<file path="config.mk">
export PLATFORM = sky130hd
export DESIGN_NAME = asu_controller
export DESIGN_NICKNAME = d
export VERILOG_FILES = /design/src/asu_pkg.sv /design/src/asu_controller.sv
export SDC_FILE = /design/constraint.sdc
export NUM_CORES = 1
export LEC_CHECK = 0
export BUFFER_PORTS_ARGS = -buffer_cell sky130_fd_sc_hd__buf_4
export CAP_MARGIN = 10
export CORE_MARGIN = 4
export CORE_UTILIZATION = 55
export DETAILED_ROUTE_END_ITERATION = 16
export GPL_ROUTABILITY_DRIVEN = 0
export PLACE_DENSITY = 0.84
export RECOVER_POWER = 100
export SLEW_MARGIN = 5
export SYNTH_ARGS = -nofsm -noshare
export SYNTH_HDL_FRONTEND = slang
export SYNTH_SLANG_ARGS = --single-unit
</file>
<file path="constraint.sdc">
create_clock -name clock -period 5.25 [get_ports clock]
set_clock_uncertainty 0.05 [all_clocks]
set_input_delay 0.525 -clock clock [delete_from_list [all_inputs] [get_ports clock]]
set_output_delay 0.525 -clock clock [all_outputs]
set_load 0.05 [all_outputs]
</file>
<file path="src/asu_pkg.sv">
// Package of the array statistics unit: field widths, command codes and
// the command and status structs between controller and datapath. No dependencies.
package asu_pkg;

   localparam int MAX_ELEMENTS_DEFAULT = 1024;
   localparam int VALUE_W = 32;
   localparam int TOTAL_W = 11;
   localparam int FIX_W   = 40;
   localparam int FRAC_W  = 8;

   localparam logic CMD_ADD    = 1'b0;
   localparam logic CMD_REPORT = 1'b1;

   typedef struct packed {
      logic add;
      logic start;
      logic outer_capture;
      logic inner_step;
      logic update;
      logic product;
      logic diff;
      logic mean_start;
      logic dev_start;
      logic div_step;
      logic mean_capture;
      logic load_rsp;
   } asu_cmd_type;

   typedef struct packed {
      logic empty;
      logic inner_done;
      logic outer_last;
      logic div_done;
      logic rsp_free;
   } asu_status_type;

endpackage

</file>
<file path="src/asu_controller.sv">
// Controller state machine of the array statistics unit: sequences the mode scan,
// products and divisions. Uses asu_pkg.
module asu_controller
   import asu_pkg::*;
(
   input  logic           clock,
   input  logic           reset,
   input  logic           req_valid,
   input  logic           req_command,
   output logic           req_stall,
   input  asu_status_type status,
   output asu_cmd_type    cmd
);

   typedef enum logic [11:0] {
      S_IDLE          = 12'b000000000001,
      S_OUTER_ISSUE   = 12'b000000000010,
      S_OUTER_CAPTURE = 12'b000000000100,
      S_INNER         = 12'b000000001000,
      S_UPDATE        = 12'b000000010000,
      S_PRODUCT       = 12'b000000100000,
      S_DIFF          = 12'b000001000000,
      S_MEAN_START    = 12'b000010000000,
      S_MEAN_RUN      = 12'b000100000000,
      S_DEV_START     = 12'b001000000000,
      S_DEV_RUN       = 12'b010000000000,
      S_OUTPUT        = 12'b100000000000
   } asu_state_type;

   asu_state_type state_ff, state_in;

   always_ff @(posedge clock) begin
      if (reset) begin
         state_ff <= S_IDLE;
      end else begin
         state_ff <= state_in;
      end
   end

   always_comb begin
      state_in  = state_ff;
      cmd       = '0;
      req_stall = 1'b1;
      case (state_ff)
         S_IDLE: begin
            req_stall = 1'b0;
            if (req_valid) begin
               if (req_command == CMD_ADD) begin
                  cmd.add = 1'b1;
               end else begin
                  cmd.start = 1'b1;
                  state_in  = status.empty ? S_OUTPUT : S_OUTER_ISSUE;
               end
            end
         end
         S_OUTER_ISSUE: begin
            state_in = S_OUTER_CAPTURE;
         end
         S_OUTER_CAPTURE: begin
            cmd.outer_capture = 1'b1;
            state_in          = S_INNER;
         end
         S_INNER: begin
            cmd.inner_step = 1'b1;
            if (status.inner_done) begin
               state_in = S_UPDATE;
            end
         end
         S_UPDATE: begin
            cmd.update = 1'b1;
            state_in   = status.outer_last ? S_PRODUCT : S_OUTER_ISSUE;
         end
         S_PRODUCT: begin
            cmd.product = 1'b1;
            state_in    = S_DIFF;
         end
         S_DIFF: begin
            cmd.diff = 1'b1;
            state_in = S_MEAN_START;
         end
         S_MEAN_START: begin
            cmd.mean_start = 1'b1;
            state_in       = S_MEAN_RUN;
         end
         S_MEAN_RUN: begin
            if (status.div_done) begin
               cmd.mean_capture = 1'b1;
               state_in         = S_DEV_START;
            end else begin
               cmd.div_step = 1'b1;
            end
         end
         S_DEV_START: begin
            cmd.dev_start = 1'b1;
            state_in      = S_DEV_RUN;
         end
         S_DEV_RUN: begin
            if (status.div_done) begin
               state_in = S_OUTPUT;
            end else begin
               cmd.div_step = 1'b1;
            end
         end
         S_OUTPUT: begin
            if (status.rsp_free) begin
               cmd.load_rsp = 1'b1;
               state_in     = S_IDLE;
            end
         end
         default: begin
            state_in = S_IDLE;
         end
      endcase
   end

endmodule

</file>
==> results of run 1 <==
## cells by family after synthesis
family	count (synthesis)	share of synthesized area, %
and+or+nand+nor	61	45.7
AOI/OAI and AO/OA	24	17.8
buffers and inverters	13	5.85
DFF	12	26.7
xor gates and xnor gates	4	3.90
## power breakdown
| part | switching [W] | internal (W) | total [W] |
|---|---|---|---|
| Combinational | 0.0000631 | 0.0000315 | 0.0000946 |
| Sequential | 0.00000779 | 0.0000952 | 0.000103 |
| Clock | 0.0000273 | 0.0000421 | 0.0000693 |
| Total | 0.0000982 | 0.000169 | 0.000267 |
## layer usage
metal | up-vias | GRT usage, %
li1 | 457 | -
met1 | 412 | 24.2
met2 | 31 | 23.9
met5 | - | 0
met4 | 0 | 5.99
met3 | 2 | 3.07
## worst reg2reg max path, cell delays in order (launching register included)
cell and delay (ps):
dfxtp_1 380, nor4_1 640, nand2_1 350, o21ai_0 270, o211ai_1 140, a21o_1 170
## placed cells by master, fill, tap and decap left out, types with 3 or more instances in the layout
cell,netlist,final
a211oi_1,3,3
a21oi_1,3,3
buf_4,0,10
clkbuf_1,4,11
clkbuf_4,0,3
dfxtp_1,12,12
inv_1,5,5
nand2_1,5,5
nand2b_1,3,3
nand3_1,3,3
nand3b_1,4,4
nor2_1,14,14
nor3_1,8,9
nor3b_1,2,3
nor4_1,1,3
o21ai_0,7,7
xor2_1,4,4
## final cells by class
cell class	count	area, um^2	share of cell area [%]
clock buffer	4	36.3	3.62
inverter	5	18.8	1.88
multi-input combinational	89	569	56.9
sequential	12	240	24.0
tap	16	20.0	2.00
timing repair buffer	21	116	11.6
## stage by stage
stage                     power (W)  utilization [%]
after floorplan            0.000185                -
after global placement     0.000210             68.4
after detailed placement   0.000212             68.4
after CTS                  0.000281             70.8
after global routing       0.000284             65.7
final                      0.000267             65.7
## how the worst max path moves through the flow
stage,from,endpoint,slack [ps],depth (start not counted)
6_report,state_ff[1]$_SDFFE_PP0P_,cmd[4],2160,4
5_1_grt,state_ff[1]$_SDFFE_PP0P_,cmd[4],1920,4
4_1_cts,state_ff[10]$_SDFFE_PP0P_,cmd[8],2650,5
3_5_place_dp,state_ff[10]$_SDFFE_PP0P_,cmd[8],2940,5
3_3_place_gp,state_ff[10]$_SDFFE_PP0P_,cmd[8],2960,5
2_1_floorplan,state_ff[6]$_SDFFE_PP0P_,cmd[8],2790,5
==> impl_metrics.ini, run 1 <==
[worst_setup_path]
ff2ff_path_depth = 5
reg2reg_to = state_ff[0]$_SDFFE_PP1P_
cpLargestDelayFamily = simple AND/OR/NAND/NOR gates
reg2reg_slack_ps = 3150
critPathBufInv = 1
crit_chain = nor4_1 > nand2_1 > and4bb_2 > clkbuf_1
worst_setup_path_start_kind = flop
cp.required_ps = 4680
critPathMaxFanout = 9
crit_type = flop to output port
max_stage_delay_ps = 640
crit_slowest_cell = nor4_1
worstPathArrival_ps = 2510
reg2reg_from = state_ff[1]$_SDFFE_PP0P_
end_kind = output port

[min_path]
hold_path_end = state_ff[5]$_SDFFE_PP0P_
hold_depth = 3
hold_class = input pin to flop
holdCritStartpoint = status[2]

[synthesis]
synth_top_area_share_pct = 26.7
ys_seq_area_share_pct = 26.7
syn_inst = 114
synth_cell_types = 43
synth_common_cells = nor2_1, dfxtp_1, nor3_1
synth_area_um2 = 898
yosys-top-cells-area = dfxtp_1, nor2_1, nor4_4
synth-edff-count = 0
avgSynthCellArea_um2 = 7.88
yosys_most_used_dff = dfxtp_1
async_reset_ff_share_pct = 0
yosysMostFrequentCell = nor2_1
yosysTopAreaCell = dfxtp_1
ys_ff_latch = 12
synthesis.nets = 123
yosys_warnings = 0

[sta]
max_freq_mhz = 324
fin_ws_ps = 2160
finalSetupViolCount = 0
fin_crit_sh_pct = 58.8
relSlewSlack_pct = 53.6
drv_slew = 0
fin_crit_ps = 3090
whs_ps = 444
rsz0062_at_grt = no
setup_tns_ps = 0
hold_violations = 0
worst-slew-pin-transition_ps = 690

[die]
start_util_pct = 58.9
coreArea_um2 = 1520
die_area_um2 = 2340
pin_count = 22
die_height_um = 48.4
die_w_um = 48.4
num_rows = 14

[job]
cap_violations = 0

[clocking]
cts_made_buffers = 3
clock_sinks = 12
cts_root_buf = clkbuf_4
cts_resized = 0
postCtsHoldBufs = 0
worstSkewPairLatency_ps = 260
h-tree-depth = 1
cts_setup_buffers = 0
clockBufferDepth = 2
cts_tree = built
clk_pin_slew_ps = 70

[grt]
grt_max_degree = 14
grt_antenna_before_repair = 0
grt_pass1_vias = 758
grt_overflow = 0
grt_pass1_wl_mm = 3.30
grtUsageTotal_pct = 16.6

[cells_and_area]
final_cells = 147
final_cell_area_um2 = 1000
top_regs = state_ff (12)
area_growth_pct = 11.4
nNetsFinal = 141
largest_reg_flops = 12
diodes = 0
layout-drive-gt1-share_pct = 14.5
fill_cells = 138
top_register = state_ff

[placed_design]
placed_area_um2 = 1040
post-dp-hpwl_mm = 1.53
port_buffers = 21
dp_cells = 143
pre_cts_slack_ps = 2940

[detailed_routing]
highest_layer = met4
wl_met2_um = 930
post-route-drc-count = 0
wl_met1_um = 989
ant_nets = 0
finalWirelength_mm = 2.05
viasPerCell = 6.14
avgRoutedWirePerCell_um = 14.0
dr.pass1.iters = 4
routed-wl-met3_um = 117
route.vias.total = 902
drt_iter0_drc = 22

[outcome]
status = finished clean

[power]
p_per_area_nw_per_um2 = 267
power.leakage_nw = 0.393
peakVddDrop_v = 0.000174
Note: power is estimated with default switching activity, not from simulation.
==> run 2, diff against run 1 <==
CORE_UTILIZATION = 47   (was 55)
PLACE_DENSITY = 0.76   (was 0.84)
clock period = 2.5 ns   (was 5.25 ns; I/O delays follow)
==> impl_metrics.ini, run 2 (same netlist as run 1, synthesis figures left out) <==
[outcome]
status = finished clean

[detailed_routing]
route.vias.total = 882
dr.pass1.iters = 4
drt_iter0_drc = 14
viasPerCell = 5.62
post-route-drc-count = 0
finalWirelength_mm = 2.04
avgRoutedWirePerCell_um = 13.0
ant_nets = 0

[die]
die_area_um2 = 2670
num_rows = 15
pin_count = 22
start_util_pct = 50.9
die_height_um = 51.7
die_w_um = 51.7
coreArea_um2 = 1760

[sta]
fin_ws_ps = 168
setup_tns_ps = 0
hold_violations = 0
worst-slew-pin-transition_ps = 490
finalSetupViolCount = 0
fin_crit_ps = 2330
rsz0062_at_grt = no
fin_crit_sh_pct = 93.3
drv_slew = 0
relSlewSlack_pct = 67.3
max_freq_mhz = 429

[placed_design]
post-dp-hpwl_mm = 1.58
pre_cts_slack_ps = 462
dp_cells = 153
port_buffers = 21

[clocking]
cts_root_buf = clkbuf_4
clockBufferDepth = 2
clk_pin_slew_ps = 70
clock_sinks = 12
cts_made_buffers = 3
cts_tree = built
h-tree-depth = 1
worstSkewPairLatency_ps = 260
postCtsHoldBufs = 0

[power]
power_frac_clock_pct = 25.3
p_sw_w = 0.000212
peakVddDrop_v = 0.000313
seqPwrFrac_pct = 37.9
power.leakage_nw = 0.443
p_per_area_nw_per_um2 = 546
internal_power_w = 0.000371
p_total_w = 0.000583
swShare_pct = 36.4
combinationalPowerShare_pct = 36.8

[cells_and_area]
layout-drive-gt1-share_pct = 25.0
fill_cells = 191
area_growth_pct = 18.8
top_register = state_ff
diodes = 0
finalCoreUtilization_pct = 60.5
final_cells = 157
largest_reg_flops = 12
nNetsFinal = 142
top_regs = state_ff (12)
most-common-layout-cells = nor2_1, dfxtp_1, buf_4, clkbuf_2, nor3_1
final_common_cell = nor2_1

[worst_setup_path]
crit_type = flop to output port
end_kind = output port
ff2ff_path_depth = 5
critPathMaxFanout = 7
cp.required_ps = 2200
worstPathArrival_ps = 2030
worst_setup_path_start_kind = flop

[grt]
grtUsageTotal_pct = 16.2
grt_pass1_wl_mm = 3.40
grt_max_degree = 14
grt_antenna_before_repair = 0
grt_overflow = 0
grt_pass1_vias = 795

[job]
cap_violations = 0

[min_path]
hold_depth = 3
hold_class = input pin to flop
## run 2: critical path: stages (launching register included)
cell,delay (ps)
dfxtp_1,390
nor4_4,450
nand2_2,130
or3_4,360
nor3b_2,220
buf_4,230
## run 2: area by class of cell
type                       count  area, um^2  share of cell area (%)
sequential                    12         240                    22.5
clock buffer                   4        36.3                    3.40
tap                           25        31.3                    2.93
multi-input combinational     89         604                    56.6
timing repair buffer          22         136                    12.8
inverter                       5        18.8                    1.76
## run 2: power by group through the flow
stage	logic [W]	registers, W	clock network, W
3_5_place_dp	0.000225	0.000225	0
2_1_floorplan	0.000173	0.000215	0
6_report	0.000215	0.000221	0.000147
4_1_cts	0.000226	0.000220	0.000153
5_1_grt	0.000237	0.000223	0.000163
3_3_place_gp	0.000225	0.000223	0
## run 2: routing by layer
layer | wire length, um | GRT usage (%) | vias to the layer above
li1 | - | - | 456
met1 | 985 | 21.5 | 410
met2 | 985 | 27.8 | 14
met3 | 60 | 1.72 | 2
met4 | 9 | 3.93 | 0
met5 | 0 | 0 | -
## run 2: through the flow
| stage | instance area (um^2) | hold slack [ps] |
|---|---|---|
| after floorplan | 898 | 270 |
| after CTS | 1100 | 165 |
| after global routing | 1070 | 181 |
| after global placement | 1060 | 451 |
| final | 1070 | 169 |
| after detailed placement | 1060 | 452 |
## run 2: what timing repair did
action | 4_1_cts | 5_1_grt
endpoints found under the hold margin | 0 | 0
resized for setup | 0 | 1
setup endpoints to repair | 0 | 1
buffers inserted | 0 | 0
## run 2: path summary, 6_finish.rpt
path                                          startpoint                        to  slack [ps]
worst min-delay path                           status[2]  state_ff[5]$_SDFFE_PP0P_         170
worst min register to register  state_ff[1]$_SDFFE_PP0P_  state_ff[2]$_SDFFE_PP0P_         560
worst max register to register  state_ff[4]$_SDFFE_PP0P_  state_ff[4]$_SDFFE_PP0P_         650
worst max-delay path            state_ff[4]$_SDFFE_PP0P_                    cmd[8]         170
==> run 3, diff against run 2 <==
ABC_AREA = 1   (was unset)
CORE_UTILIZATION = 46   (was 47)
MAX_ROUTING_LAYER = met4   (was unset)
==> impl_metrics.ini, run 3 <==
[die]
num_rows = 15
coreArea_um2 = 1710
pin_count = 22
die_height_um = 50.4
die_area_um2 = 2540
start_util_pct = 48.5
die_w_um = 50.4

[clocking]
clk_pin_slew_ps = 70
clock_sinks = 12
worstSkewPairLatency_ps = 270
clockBufferDepth = 2
h-tree-depth = 1
cts_setup_buffers = 0
cts_tree = built
cts_made_buffers = 3
cts_root_buf = clkbuf_4
postCtsHoldBufs = 0
cts_resized = 0

[placed_design]
placed_area_um2 = 1010
port_buffers = 21
post-dp-hpwl_mm = 1.54
pre_cts_slack_ps = 926
dp_cells = 186

[worst_setup_path]
crit_start = state_ff[8]$_SDFFE_PP0P_
critPathMaxFanout = 4
worstPathArrival_ps = 1850
end_kind = output port
max_stage_delay_ps = 470
crit_slowest_cell = clkbuf_1
crit_cells = 6
worst_setup_path_start_kind = flop
endpoint = cmd[7]
crit_chain = nor2_1 > nand2_1 > nor2_1 > nand2_1 > inv_1 > clkbuf_1
cpLargestDelayFamily = simple AND/OR/NAND/NOR gates
reg2reg_to = state_ff[0]$_SDFFE_PP1P_
reg2reg_slack_ps = 840
cp.required_ps = 2200
ff2ff_path_depth = 9
reg2reg_from = state_ff[4]$_SDFFE_PP0P_
critPathBufInv = 2
crit_type = flop to output port

[sta]
max_freq_mhz = 465
fin_crit_sh_pct = 86.1
rsz0062_at_grt = no
hold_violations = 0
drv_slew = 0
fin_crit_ps = 2150
worst-slew-pin-transition_ps = 606
finalSetupViolCount = 0
setup_tns_ps = 0
fin_ws_ps = 347
relSlewSlack_pct = 59.8

[grt]
grtUsageTotal_pct = 16.8
grt_pass1_wl_mm = 3.21
grt_antenna_before_repair = 0
grt_pass1_vias = 827
grt_overflow = 0
grt_max_degree = 10

[synthesis]
synth_area_um2 = 828
ys_seq_area_share_pct = 29.0
yosysTopAreaCell = dfxtp_1
synth_top_area_share_pct = 29.0
synthesis.nets = 150
synth_cell_types = 19
ys_ff_latch = 12
yosys_warnings = 0
yosysMostFrequentCell = nand2_1
synth_common_cells = nand2_1, inv_1, nor2_1
avgSynthCellArea_um2 = 5.87
syn_inst = 141
yosys-top-cells-area = dfxtp_1, nand2_1, inv_1
async_reset_ff_share_pct = 0
synth-edff-count = 0
yosys_most_used_dff = dfxtp_1

[cells_and_area]
top_regs = state_ff (12)
area_growth_pct = 19.2
finalCoreUtilization_pct = 57.8
final_cell_area_um2 = 987
top_register = state_ff
diodes = 0
nNetsFinal = 175
layout-drive-gt1-share_pct = 17.1
most-common-layout-cells = nand2_1, inv_1, nor2_1, buf_4, dfxtp_1
final_cells = 189
largest_reg_flops = 12
final_common_cell = nand2_1

[detailed_routing]
dr.pass1.iters = 4
finalWirelength_mm = 1.87
wl_met1_um = 821
route.vias.total = 885
post-route-drc-count = 0
viasPerCell = 4.68
avgRoutedWirePerCell_um = 9.88
drt_iter0_drc = 21
highest_layer = met4
ant_nets = 0
wl_met2_um = 886
routed-wl-met3_um = 138

[job]
cap_violations = 0

[power]
power.leakage_nw = 0.568
peakVddDrop_v = 0.000863
p_per_area_nw_per_um2 = 1010

[outcome]
status = finished clean

[min_path]
hold_class = input pin to flop
run 3: cell count changes after synthesis, moves of 5 or more:
cell	change
nor2_2	+5
nor2_1	+7
nand2_1	+36
o21ai_0	-7
inv_1	+21
run 3: report_power, final:
part / internal, W / switching (W)
clock: 0.0000556 / 0.0000580
sequential: 0.000225 / 0.0000291
combinational: 0.000199 / 0.000432
run 3: cell type report:
type	count	area, um^2
Tap cell	25	31.3
Timing Repair Buffer	21	124
Inverter	29	109
Multi-Input combinational cell	99	460
Fill cell	195	721
Sequential cell	12	240
Clock buffer	3	22.5
run 3: metrics by stage:
stage / total power, W / hold slack, ps
after detailed placement: 0.000909 / 447
final: 0.000999 / 168
after global placement: 0.000906 / 437
after CTS: 0.00103 / 163
after floorplan: 0.000772 / 323
after global routing: 0.00109 / 180
run 3: worst min path at each step:
stage,to,cells past startpoint,slack [ps],startpoint
after floorplan,state_ff[5]$_SDFFE_PP0P_,2,320,status[2]
after global placement,state_ff[10]$_SDFFE_PP0P_,2,440,reset
after detailed placement,state_ff[5]$_SDFFE_PP0P_,2,450,reset
after CTS,state_ff[7]$_SDFFE_PP0P_,2,160,reset
after global routing,state_ff[9]$_SDFFE_PP0P_,2,180,reset
final,state_ff[7]$_SDFFE_PP0P_,2,170,reset
run 3: per-layer routing:
| metal | vias up | global-route usage [%] |
|---|---|---|
| li1 | 472 | - |
| met1 | 381 | 19.7 |
| met2 | 30 | 28.3 |
| met3 | 2 | 2.08 |
| met4 | 0 | 8.07 |
| met5 | - | - |
run 3: logic make-up after synthesis:
logic type / after synthesis / share of synthesized area (%)
AO/OA/AOI/OAI: 4 / 3.02
buffers and inverters: 30 / 13.6
flip-flops: 12 / 29.0
AND/OR/NAND/NOR: 95 / 54.4
